**src/hw/rtl/b64lw_pkg.sv**
```systemverilog
// Shared types, constants and the symbol table for the Base64 line-wrapping encoder.
// No dependencies; the front end, back end and top level import this package.
package b64lw_pkg;

  localparam int GRP_DEPTH_DEF = 4;
  localparam int OUT_DEPTH_DEF = 2;

  localparam logic [6:0] CHAR_PLUS    = 7'd43;
  localparam logic [6:0] CHAR_SLASH   = 7'd47;
  localparam logic [6:0] CHAR_PAD     = 7'd61;
  localparam logic [6:0] CHAR_NEWLINE = 7'd10;
  localparam logic [7:0] MIN_LINE     = 8'd4;
  localparam logic [7:0] COL_MAX      = 8'd255;
  localparam logic [7:0] LINE_LEN_RST = 8'd76;

  // configuration register indexes
  localparam logic CFG_IDX_ENABLE = 1'b0;
  localparam logic CFG_IDX_LENGTH = 1'b1;

  // leftover bit counts
  localparam logic [1:0] LEFT_NONE = 2'd0;
  localparam logic [1:0] LEFT_TWO  = 2'd1;
  localparam logic [1:0] LEFT_FOUR = 2'd2;

  // one group of up to four characters produced by one input byte
  typedef struct packed {
    logic [3:0][6:0] chars;
    logic [2:0]      cnt;
    logic            last;
  } grp_t;

  typedef struct packed {
    logic [6:0] ch;
    logic       last;
  } out_t;

  typedef struct packed {
    logic       enable;
    logic [7:0] length;
  } cfg_t;

  function automatic logic [6:0] sym_of(input logic [5:0] v);
    logic [6:0] r;
    if (v < 6'd26) begin
      r = 7'd65 + {1'b0, v};
    end else if (v < 6'd52) begin
      r = 7'd71 + {1'b0, v};
    end else if (v < 6'd62) begin
      r = {1'b0, v} - 7'd4;
    end else if (v == 6'd62) begin
      r = CHAR_PLUS;
    end else begin
      r = CHAR_SLASH;
    end
    return r;
  endfunction

endpackage

```
**src/hw/rtl/b64lw_fifo.sv**
```systemverilog
// Small first-in first-out queue of fixed-width words, used between the stages.
// Depends on nothing; width and depth come from the instantiating module.
module b64lw_fifo #(
  parameter int WIDTH = 8,
  parameter int DEPTH = 2
) (
  input  logic             clk,
  input  logic             rst_n,
  input  logic             push,
  input  logic [WIDTH-1:0] wdata,
  output logic             full,
  input  logic             pop,
  output logic [WIDTH-1:0] rdata,
  output logic             empty
);

  localparam int PTR_W = (DEPTH > 1) ? $clog2(DEPTH) : 1;
  localparam int CNT_W = $clog2(DEPTH + 1);

  logic [WIDTH-1:0] mem_r [DEPTH];
  logic [PTR_W-1:0] wr_ptr_r, wr_ptr_nxt;
  logic [PTR_W-1:0] rd_ptr_r, rd_ptr_nxt;
  logic [CNT_W-1:0] cnt_r, cnt_nxt;
  logic             do_push, do_pop;

  assign full    = (cnt_r == CNT_W'(DEPTH));
  assign empty   = (cnt_r == '0);
  assign do_push = push && !full;
  assign do_pop  = pop && !empty;
  assign rdata   = mem_r[rd_ptr_r];

  always_comb begin
    wr_ptr_nxt = wr_ptr_r;
    rd_ptr_nxt = rd_ptr_r;
    cnt_nxt    = cnt_r;
    if (do_push) begin
      wr_ptr_nxt = (wr_ptr_r == PTR_W'(DEPTH - 1)) ? '0 : wr_ptr_r + 1'b1;
    end
    if (do_pop) begin
      rd_ptr_nxt = (rd_ptr_r == PTR_W'(DEPTH - 1)) ? '0 : rd_ptr_r + 1'b1;
    end
    if (do_push && !do_pop) begin
      cnt_nxt = cnt_r + 1'b1;
    end else if (do_pop && !do_push) begin
      cnt_nxt = cnt_r - 1'b1;
    end
  end

  always_ff @(posedge clk) begin
    if (!rst_n) begin
      wr_ptr_r <= '0;
      rd_ptr_r <= '0;
      cnt_r    <= '0;
    end else begin
      wr_ptr_r <= wr_ptr_nxt;
      rd_ptr_r <= rd_ptr_nxt;
      cnt_r    <= cnt_nxt;
    end
  end

  always_ff @(posedge clk) begin
    if (do_push) begin
      mem_r[wr_ptr_r] <= wdata;
    end
  end

endmodule

```
**src/hw/rtl/b64lw_front.sv**
```systemverilog
// Front end: takes one byte per word, splits it into its group of symbols and pads.
// Depends on b64lw_pkg for the group type and the symbol table.
module b64lw_front (
  input  logic              clk,
  input  logic              rst_n,
  input  logic              in_valid,
  input  logic [7:0]        data_byte,
  input  logic              last_byte,
  output b64lw_pkg::grp_t   grp,
  output logic              grp_push
);
  import b64lw_pkg::*;

  logic [3:0] left_bits_r, left_bits_nxt;
  logic [1:0] left_cnt_r, left_cnt_nxt;

  assign grp_push = in_valid;

  always_comb begin
    grp           = '0;
    grp.last      = last_byte;
    left_bits_nxt = left_bits_r;
    left_cnt_nxt  = left_cnt_r;
    case (left_cnt_r)
      LEFT_TWO: begin
        grp.chars[0]  = sym_of({left_bits_r[1:0], data_byte[7:4]});
        grp.chars[1]  = sym_of({data_byte[3:0], 2'b00});
        grp.chars[2]  = CHAR_PAD;
        grp.cnt       = last_byte ? 3'd3 : 3'd1;
        left_bits_nxt = data_byte[3:0];
        left_cnt_nxt  = LEFT_FOUR;
      end
      LEFT_FOUR: begin
        grp.chars[0]  = sym_of({left_bits_r, data_byte[7:6]});
        grp.chars[1]  = sym_of(data_byte[5:0]);
        grp.cnt       = 3'd2;
        left_bits_nxt = '0;
        left_cnt_nxt  = LEFT_NONE;
      end
      default: begin
        // no bits pending (an impossible count is taken as none)
        grp.chars[0]  = sym_of(data_byte[7:2]);
        grp.chars[1]  = sym_of({data_byte[1:0], 4'b0000});
        grp.chars[2]  = CHAR_PAD;
        grp.chars[3]  = CHAR_PAD;
        grp.cnt       = last_byte ? 3'd4 : 3'd1;
        left_bits_nxt = {2'b00, data_byte[1:0]};
        left_cnt_nxt  = LEFT_TWO;
      end
    endcase
    if (last_byte) begin
      left_bits_nxt = '0;
      left_cnt_nxt  = LEFT_NONE;
    end
  end

  always_ff @(posedge clk) begin
    if (!rst_n) begin
      left_bits_r <= '0;
      left_cnt_r  <= LEFT_NONE;
    end else if (in_valid) begin
      left_bits_r <= left_bits_nxt;
      left_cnt_r  <= left_cnt_nxt;
    end
  end

endmodule

```
**src/hw/rtl/b64lw_back.sv**
```systemverilog
// Back end: issues one character a cycle from the head group while the output queue has room, inserting line breaks.
// Depends on b64lw_pkg for the group, result and configuration types.
module b64lw_back (
  input  logic              clk,
  input  logic              rst_n,
  input  b64lw_pkg::cfg_t   cfg,
  input  b64lw_pkg::grp_t   grp,
  input  logic              grp_avail,
  output logic              grp_pop,
  output b64lw_pkg::out_t   res,
  output logic              res_push,
  input  logic              res_full
);
  import b64lw_pkg::*;

  logic [1:0] idx_r, idx_nxt;
  logic [7:0] col_r, col_nxt;
  logic [7:0] limit;
  logic       brk;
  logic       tail;

  assign limit    = (cfg.length < MIN_LINE) ? MIN_LINE : cfg.length;
  assign brk      = cfg.enable && (col_r >= limit);
  assign tail     = ({1'b0, idx_r} == (grp.cnt - 3'd1));
  assign res_push = grp_avail && !res_full;
  assign grp_pop  = res_push && !brk && tail;

  always_comb begin
    idx_nxt  = idx_r;
    col_nxt  = col_r;
    res.ch   = grp.chars[idx_r];
    res.last = grp.last && tail;
    if (brk) begin
      res.ch   = CHAR_NEWLINE;
      res.last = 1'b0;
    end
    if (res_push) begin
      if (brk) begin
        col_nxt = '0;
      end else begin
        col_nxt = (col_r < COL_MAX) ? col_r + 8'd1 : col_r;
        if (tail) begin
          idx_nxt = '0;
          if (grp.last) begin
            col_nxt = '0;
          end
        end else begin
          idx_nxt = idx_r + 2'd1;
        end
      end
    end
  end

  always_ff @(posedge clk) begin
    if (!rst_n) begin
      idx_r <= '0;
      col_r <= '0;
    end else begin
      idx_r <= idx_nxt;
      col_r <= col_nxt;
    end
  end

endmodule

```
**src/hw/rtl/base64_encoder_line_wrap.sv**
```systemverilog
// Top level of the Base64 encoder with optional line wrapping.
// Depends on b64lw_pkg, b64lw_fifo, b64lw_front and b64lw_back.

// Bytes go in through a queue-style port (push/full) and Base64 characters come out of
// another (empty/pop), with '=' padding after the final byte and, when wrapping is on,
// a newline before any character once the configured line length (at least 4) stands
// on the line; no newline follows the last character. Each accepted byte turns into
// one to five characters: one or two in mid message, three when a line break falls
// among them, up to five at the end of a message with a line break. The block delivers
// one character per cycle while the output queue has room and a group is waiting; the
// character issue of the back end sets that pace, and the group queue in front of it
// lets bytes be taken while characters of earlier bytes are still being issued. Write
// the configuration registers only while the block is idle; cfg_ready is always high.
// There is no clearing pass after reset.
module base64_encoder_line_wrap #(
  parameter int GRP_DEPTH = b64lw_pkg::GRP_DEPTH_DEF,
  parameter int OUT_DEPTH = b64lw_pkg::OUT_DEPTH_DEF
) (
  input  logic       clk,
  input  logic       rst_n,
  // byte input
  input  logic       in_push,
  output logic       in_full,
  input  logic [7:0] in_data_byte,
  input  logic       in_last_byte,
  // character output
  output logic       out_empty,
  input  logic       out_pop,
  output logic [6:0] out_char,
  output logic       out_last_char,
  // configuration
  input  logic       cfg_valid,
  output logic       cfg_ready,
  input  logic       cfg_index,
  input  logic [7:0] cfg_data
);
  import b64lw_pkg::*;

  localparam int GRP_W = $bits(grp_t);
  localparam int OUT_W = $bits(out_t);

  cfg_t             cfg_r;
  grp_t             gp_word;
  logic             gp_push;
  logic             gf_full;
  logic             gf_empty;
  logic [GRP_W-1:0] gf_rdata;
  grp_t             gf_head;
  logic             bk_grp_pop;
  out_t             bk_res;
  logic             bk_push;
  logic             of_full;
  logic [OUT_W-1:0] of_rdata;
  out_t             of_head;

  // configuration registers: always ready, take the word at once
  assign cfg_ready = 1'b1;

  always_ff @(posedge clk) begin
    if (!rst_n) begin
      cfg_r.enable <= 1'b0;
      cfg_r.length <= LINE_LEN_RST;
    end else if (cfg_valid && cfg_ready) begin
      case (cfg_index)
        CFG_IDX_ENABLE: cfg_r.enable <= cfg_data[0];
        CFG_IDX_LENGTH: cfg_r.length <= cfg_data;
        default: ;
      endcase
    end
  end

  // front end: accept a byte whenever the group queue has room
  assign in_full = gf_full;

  b64lw_front u_front (
    .clk       (clk),
    .rst_n     (rst_n),
    .in_valid  (in_push && !in_full),
    .data_byte (in_data_byte),
    .last_byte (in_last_byte),
    .grp       (gp_word),
    .grp_push  (gp_push)
  );

  // group queue decouples byte intake from character issue
  b64lw_fifo #(
    .WIDTH (GRP_W),
    .DEPTH (GRP_DEPTH)
  ) u_grp_fifo (
    .clk   (clk),
    .rst_n (rst_n),
    .push  (gp_push),
    .wdata (gp_word),
    .full  (gf_full),
    .pop   (bk_grp_pop),
    .rdata (gf_rdata),
    .empty (gf_empty)
  );

  assign gf_head = grp_t'(gf_rdata);

  // back end: one character per cycle while the output queue has room, line breaks inserted here
  b64lw_back u_back (
    .clk       (clk),
    .rst_n     (rst_n),
    .cfg       (cfg_r),
    .grp       (gf_head),
    .grp_avail (!gf_empty),
    .grp_pop   (bk_grp_pop),
    .res       (bk_res),
    .res_push  (bk_push),
    .res_full  (of_full)
  );

  // output queue: hold finished characters until popped
  b64lw_fifo #(
    .WIDTH (OUT_W),
    .DEPTH (OUT_DEPTH)
  ) u_out_fifo (
    .clk   (clk),
    .rst_n (rst_n),
    .push  (bk_push),
    .wdata (bk_res),
    .full  (of_full),
    .pop   (out_pop),
    .rdata (of_rdata),
    .empty (out_empty)
  );

  assign of_head       = out_t'(of_rdata);
  assign out_char      = of_head.ch;
  assign out_last_char = of_head.last;

`ifndef SYNTH
  a_grp_cnt_range: assert property (@(posedge clk) disable iff (!rst_n)
    gp_push |-> (gp_word.cnt != 3'd0 && gp_word.cnt <= 3'd4))
    else $error("group with impossible character count");

  a_grp_pop_sane: assert property (@(posedge clk) disable iff (!rst_n)
    bk_grp_pop |-> (!gf_empty && bk_push))
    else $error("group retired without issuing its final character");

  a_last_ends_grp: assert property (@(posedge clk) disable iff (!rst_n)
    (bk_push && bk_res.last) |-> bk_grp_pop)
    else $error("final character issued but group not retired");
`endif

endmodule
```
**config.mk**
```make
export PLATFORM = sky130hd
export DESIGN_NAME = base64_encoder_line_wrap
export DESIGN_NICKNAME = d
export VERILOG_FILES = /design/src/hw/rtl/b64lw_pkg.sv /design/src/hw/rtl/b64lw_fifo.sv /design/src/hw/rtl/b64lw_front.sv /design/src/hw/rtl/b64lw_back.sv /design/src/hw/rtl/base64_encoder_line_wrap.sv
export SDC_FILE = /design/constraint.sdc
export NUM_CORES = 1
export LEC_CHECK = 0
export ABC_AREA = 1
export ABC_CLOCK_PERIOD_IN_PS = 3200
export BUFFER_PORTS_ARGS = -buffer_cell sky130_fd_sc_hd__buf_2
export CAP_MARGIN = 20
export CORE_ASPECT_RATIO = 2
export CORE_MARGIN = 8
export CORE_UTILIZATION = 60
export CTS_BUF_LIST = sky130_fd_sc_hd__clkbuf_8
export DETAILED_ROUTE_END_ITERATION = 7
export HOLD_SLACK_MARGIN = 0.1
export PLACE_DENSITY_LB_ADDON = 0.05
export SYNTH_ARGS = -nofsm -noshare
export SYNTH_HDL_FRONTEND = slang
export SYNTH_SLANG_ARGS = --single-unit
```
**constraint.sdc**
```tcl
create_clock -name clk -period 3.2 [get_ports clk]
set_input_delay 0.32 -clock clk [delete_from_list [all_inputs] [get_ports clk]]
set_output_delay 0.32 -clock clk [all_outputs]
set_load 0.05 [all_outputs]
```
# After elaboration in Yosys (flattened, before gate mapping)
# Memory sizes are Yosys's and may differ from the RTL's. A register that Yosys moved wholly into a read port is not among the register bits.
# Index checks and enable logic that the tools add are counted.
[op_classes]
addsub = 29
order_cmp = 22
n_eq_ne = 11
muxes = 56
n_bitwise = 2
n_reduce_logical = 31
[op_table]
columns = ["op", "n"]
rows = [
  ["2-to-1 mux 7 bit", 19],
  ["adder 7 x 6 -> 7 bit, first input constant", 12],
  ["< comparator 6 bit, second input constant", 12],
  ["2-to-1 mux 8 bit", 6],
  ["subtractor 6 x 3 -> 7 bit, second input constant", 6],
  ["< comparator 6 x 5 -> 1 bit, second input constant", 6],
  ["case mux 17 bit (2 select lines)", 1],
  ["equality test 6 bit, second input constant", 4],
  ["2-to-1 mux 3 bit", 7],
  ["2-to-1 mux 2 bit", 9],
  ["binary-select mux 7 bit (select 2 bit)", 1],
  ["logical AND 1 bit", 14],
  ["2-to-1 mux 6 bit", 2],
  ["zero test 1 bit", 9],
  ["adder 2 x 1 -> 2 bit, second input constant", 4],
  ["adder 8 x 1 -> 8 bit, second input constant", 1],
  ["equality test 2 bit, second input constant", 4],
  ["greater-or-equal comparator 8 bit", 1],
  ["< comparator 8 x 3 -> 1 bit, second input constant", 1],
  ["< comparator 8 bit, second input constant", 1],
  ["2-to-1 mux 1 bit", 8],
  ["case mux 4 bit (2 select lines)", 1],
  ["AND reduction 2 bit", 3],
  ["subtractor 3 x 1 -> 3 bit, second input constant", 2],
  ["other kinds (14)", 17],
]
[totals]
reg_bits = 36
mem_bits_rw = 136
inputBits = 23
output_inout_bits = 11
word_cells = 165
memories = 2
[mem_list]
columns = ["memory", "words", "width", "rd", "rd_ports_with_merged_regs", "wr", "line_no", "text"]
rows = [
  ["u_grp_fifo.mem_r", 4, 30, 1, 1, 1, "b64lw_fifo.sv:20", "logic [WIDTH-1:0] mem_r [DEPTH];"],
  ["u_out_fifo.mem_r", 2, 8, 1, 1, 1, "b64lw_fifo.sv:20", ""],
]

# Depth between registers and ports, before layout
[logic_depth]
depth_word = 11
ltp_mapped = 22
mapped_depth_nobuf = 22

# By module
# A second synthesis with hierarchy kept.
[unflattened]
hier_cells = 1135
hier_area_um2 = 10074.7
[modules_own_cells]
columns = ["module", "n_inst", "cells_each", "area_each_um2", "seq_area_each_um2"]
rows = [
  ["b64lw_fifo (u_grp_fifo)", 1, 381, 5275.1, 4023.9],
  ["b64lw_front", 1, 440, 2414.8, 120.1],
  ["b64lw_back", 1, 204, 1208.7, 200.2],
  ["b64lw_fifo (u_out_fifo)", 1, 63, 823.3, 580.6],
  ["base64_encoder_line_wrap", 1, 47, 352.8, 180.2],
]

# Worst setup path after synthesis
# OpenSTA, ideal clock, no wires.
[synth_timing]
path_type = "reg2reg"
start = "register with a tool-made name"
end = "register u_grp_fifo.cnt_r[1]"
setup_ps = 120
t_arrival_ps = 2780
required_time_ps = 3080
slack_ps = 300
stages_incl_launch_ff = 15
n_path_buf = 2
period_less_slack_ps = 2900
cell_sequence = "dfxtp_1 buf_6 clkbuf_1 nand2_1 a32o_1 ha_1 xor2_1 nand3_1 nor2_1 nand3_2 ha_1 inv_1 fa_1 o21ai_0 a21oi_1"
[synth_rtl]
columns = ["element", "line_no", "text"]
rows = [
  ["end signal: assignment", "b64lw_fifo.sv:57", "cnt_r <= cnt_nxt;"],
  ["end: declaration", "b64lw_fifo.sv:23", "logic [CNT_W-1:0] cnt_r, cnt_nxt;"],
]

==> reports/summary.txt <==
outcome: complete, no violations
H-tree levels: 4
WP data arrival: 3180 ps
Sink Count: 135
Ys Warns: 0
synthesized instance count: 902
Net Switching: 2.44 mW
clock-pin slew on the worst setup and hold paths: 70 ps
total number of vias: 6322
DR pass1 iterations: 5
CTS Buf Count: 17
setup TNS: 0 ps
RR Endpoint: u_grp_fifo.cnt_r[1]
main flop type after synthesis: edfxtp_1
vias in the first global route: 6067
Post-synth EDFFs: 96
period utilization: 89.2%
Comb pwr share: 38.1%
flops & latches, synth: 135
CTS Buffer Depth: 2
initial antenna violation count: 0
Worst slew margin: 47.6%
# IOs: 34
Mapped Nets: 970
post_cts resized: 0
Req. time, crit path: 3530 ps
number of setup buffers added after CTS: 0
worst-margin pin slew: 782 ps
Max VDD drop: 0.732 mV
clock power share: 21.8%
Layout fillers: 1124
site row count: 59
final critical path time including I/O delays and setup: 2850 ps
final net count: 997
grt ovf: 0
P_leak: 3.51 nW
Worst Setup End Kind: flip-flop
async set-reset flop share out of synthesis: 0%
crit path to: u_grp_fifo.cnt_r[1]
gr usage total: 22.5%
detailed placement HPWL: 12.8 mm
share of cells above drive strength 1: 10.3%
Synth area leaders: edfxtp_1 (37%), dfxtp_1 (10%), ha_1 (6.9%), nand2_1 (6.6%), nor2_1 (5.7%)
post-synth cell types: 45
max_cap viols: 0
startpoint types: flip-flop
Antenna Diode Count: 0
area leader, netlist: edfxtp_1
core area: 0.0128 mm^2
post-route ant nets: 0
Pins Over Slew Limit: 0
CP Max Fanout: 22
largest net degree at the start of global routing: 37
DR DRC count: 0
fmax: 350 MHz
worst hold path type: input port to flip-flop
sequential cell area fraction in the yosys report: 47.1%
count leader, synth: nand2_1
number of I/O port buffers: 32
final wirelength: 18.2 mm
WL per Instance: 16.6 um
top cells by count, synth: nand2_1 (137), nor2_1 (118), inv_1 (105), edfxtp_1 (96), o21ai_0 (75)
Avg Cell Area, Syn: 8.62 um^2
top cell type's share of synthesized area: 37.1%
die area: 0.0171 mm^2
# setup viols final: 0
die height: 177 um
initial core utilization: 60.5%
DR vias/cell: 5.78
CTS tree: built
R2R depth: 12
Worst Setup Path Type: flip-flop to flip-flop
clk_lat worst skew: 440 ps
switching share of power: 39.0%
RD Place Congestion: 0.953
unrepaired setup endpoints after global routing: false
Reg power frac: 40.1%
Internal: 3.82 mW
R2R setup slack: 350 ps
Total Power: 6.27 mW
first-pass GRT wire length: 29.8 mm
Layout area overhead: 8.61%
detailed router's first-iteration violation count: 406
clock skew: 10.1 ps
CTS root buf: clkbuf_8
mapped cell area: 0.00778 mm^2
Power Density: 742 mW/mm^2
die width: 96.5 um
Final Hold Viols: 0
## power by group through the flow
stage          Combinational, mW  Clock (mW)  Sequential (mW)
2_1_floorplan               1.81           0             2.49
3_3_place_gp                2.31           0             2.53
3_5_place_dp                2.38           0             2.55
4_1_cts                     2.39        1.39             2.51
5_1_grt                     2.66        1.48             2.54
6_report                    2.39        1.37             2.51
## flip-flops by register name (all words and copies together), names as in the netlist, 2 cells and up, named ones only
name	count
cfg_r	9
u_grp_fifo.cnt_r	3
u_back.col_r	8
u_grp_fifo.wr_ptr_r	2
u_front.left_bits_r	4
u_grp_fifo.rd_ptr_r	2
u_out_fifo.mem_r	16
u_front.left_cnt_r	2
u_back.idx_r	2
u_out_fifo.cnt_r	2
u_grp_fifo.mem_r	80
## stage by stage
stage	hold slack, ps	setup slack [ps]	instance area, um^2	std cells	utilization [%]
global placement	477	469	8020	1059	62.4
global route	143	3.59	8450	1094	65.8
detailed placement	473	340	8020	1059	62.4
finish	151	345	8450	1094	65.8
floorplan	419	300	7780	902	-
CTS	136	342	8450	1094	65.8
## metal layers
metal	GRT usage [%]	share of wire, %
met5	0	0
met1	28.2	44
met4	8.20	2.2
met2	37.2	50
met3	4.12	3.3
## worst max-delay path, cell delays in order (launching register included)
cell      delay, ps
dfxtp_1         380
clkinv_4        180
a32o_1          310
ha_1            280
xor2_1          140
nand3_1         170
nor2_1          150
nand3_2         140
ha_1            230
inv_1           110
fa_1            410
o21ai_0         190
a21oi_1          60
## cells by family after synthesis
logic type / after synthesis / synth area share (%)
DFF: 135 / 47.1
other: 1 / 0.0482
AOI/OAI and AO/OA: 186 / 14.1
buffers and inverters: 148 / 7.87
and+or+nand+nor: 356 / 19.7
adders and majority gates: 45 / 7.43
muxes: 8 / 1.16
xor gates and xnor gates: 23 / 2.59
## what timing repair did
item                                   4_1_cts  5_1_grt
hold buffers                                 3        0
setup endpoints to repair                    0        0
endpoints found under the hold margin        3        0
## worst min-delay path by stage
stage,from,to,cells past startpoint
final,cfg_data[1],cfg_r[1],3
after global routing,cfg_data[1],cfg_r[1],3
after CTS,cfg_data[5],cfg_r[5],3
after detailed placement,cfg_r[5],cfg_r[5],2
after global placement,cfg_r[5],cfg_r[5],2
after floorplan,in_last_byte,u_grp_fifo.mem_r[0][0],0
## area by class of cell
class / instances / area [um^2] / share of cell area (%)
flip-flops and latches: 135 / 3660 / 43.4
well taps: 152 / 190 / 2.25
repair buffers: 47 / 280 / 3.32
multi-input cells: 619 / 3500 / 41.5
clock inverters: 11 / 108 / 1.27
inverters: 109 / 414 / 4.90
clock buffers: 21 / 289 / 3.42
## placed cells by master (no fill, tap or decap), types with 21 or more instances in the layout
cell,netlist,final
nand2_1,137,137
nor2_1,118,118
inv_1,105,107
edfxtp_1,96,96
o21ai_0,75,75
nand3_1,70,70
a21oi_1,45,45
ha_1,43,43
dfxtp_1,39,39
buf_2,18,32
clkbuf_8,0,21
(Power assumes the default switching activity.)
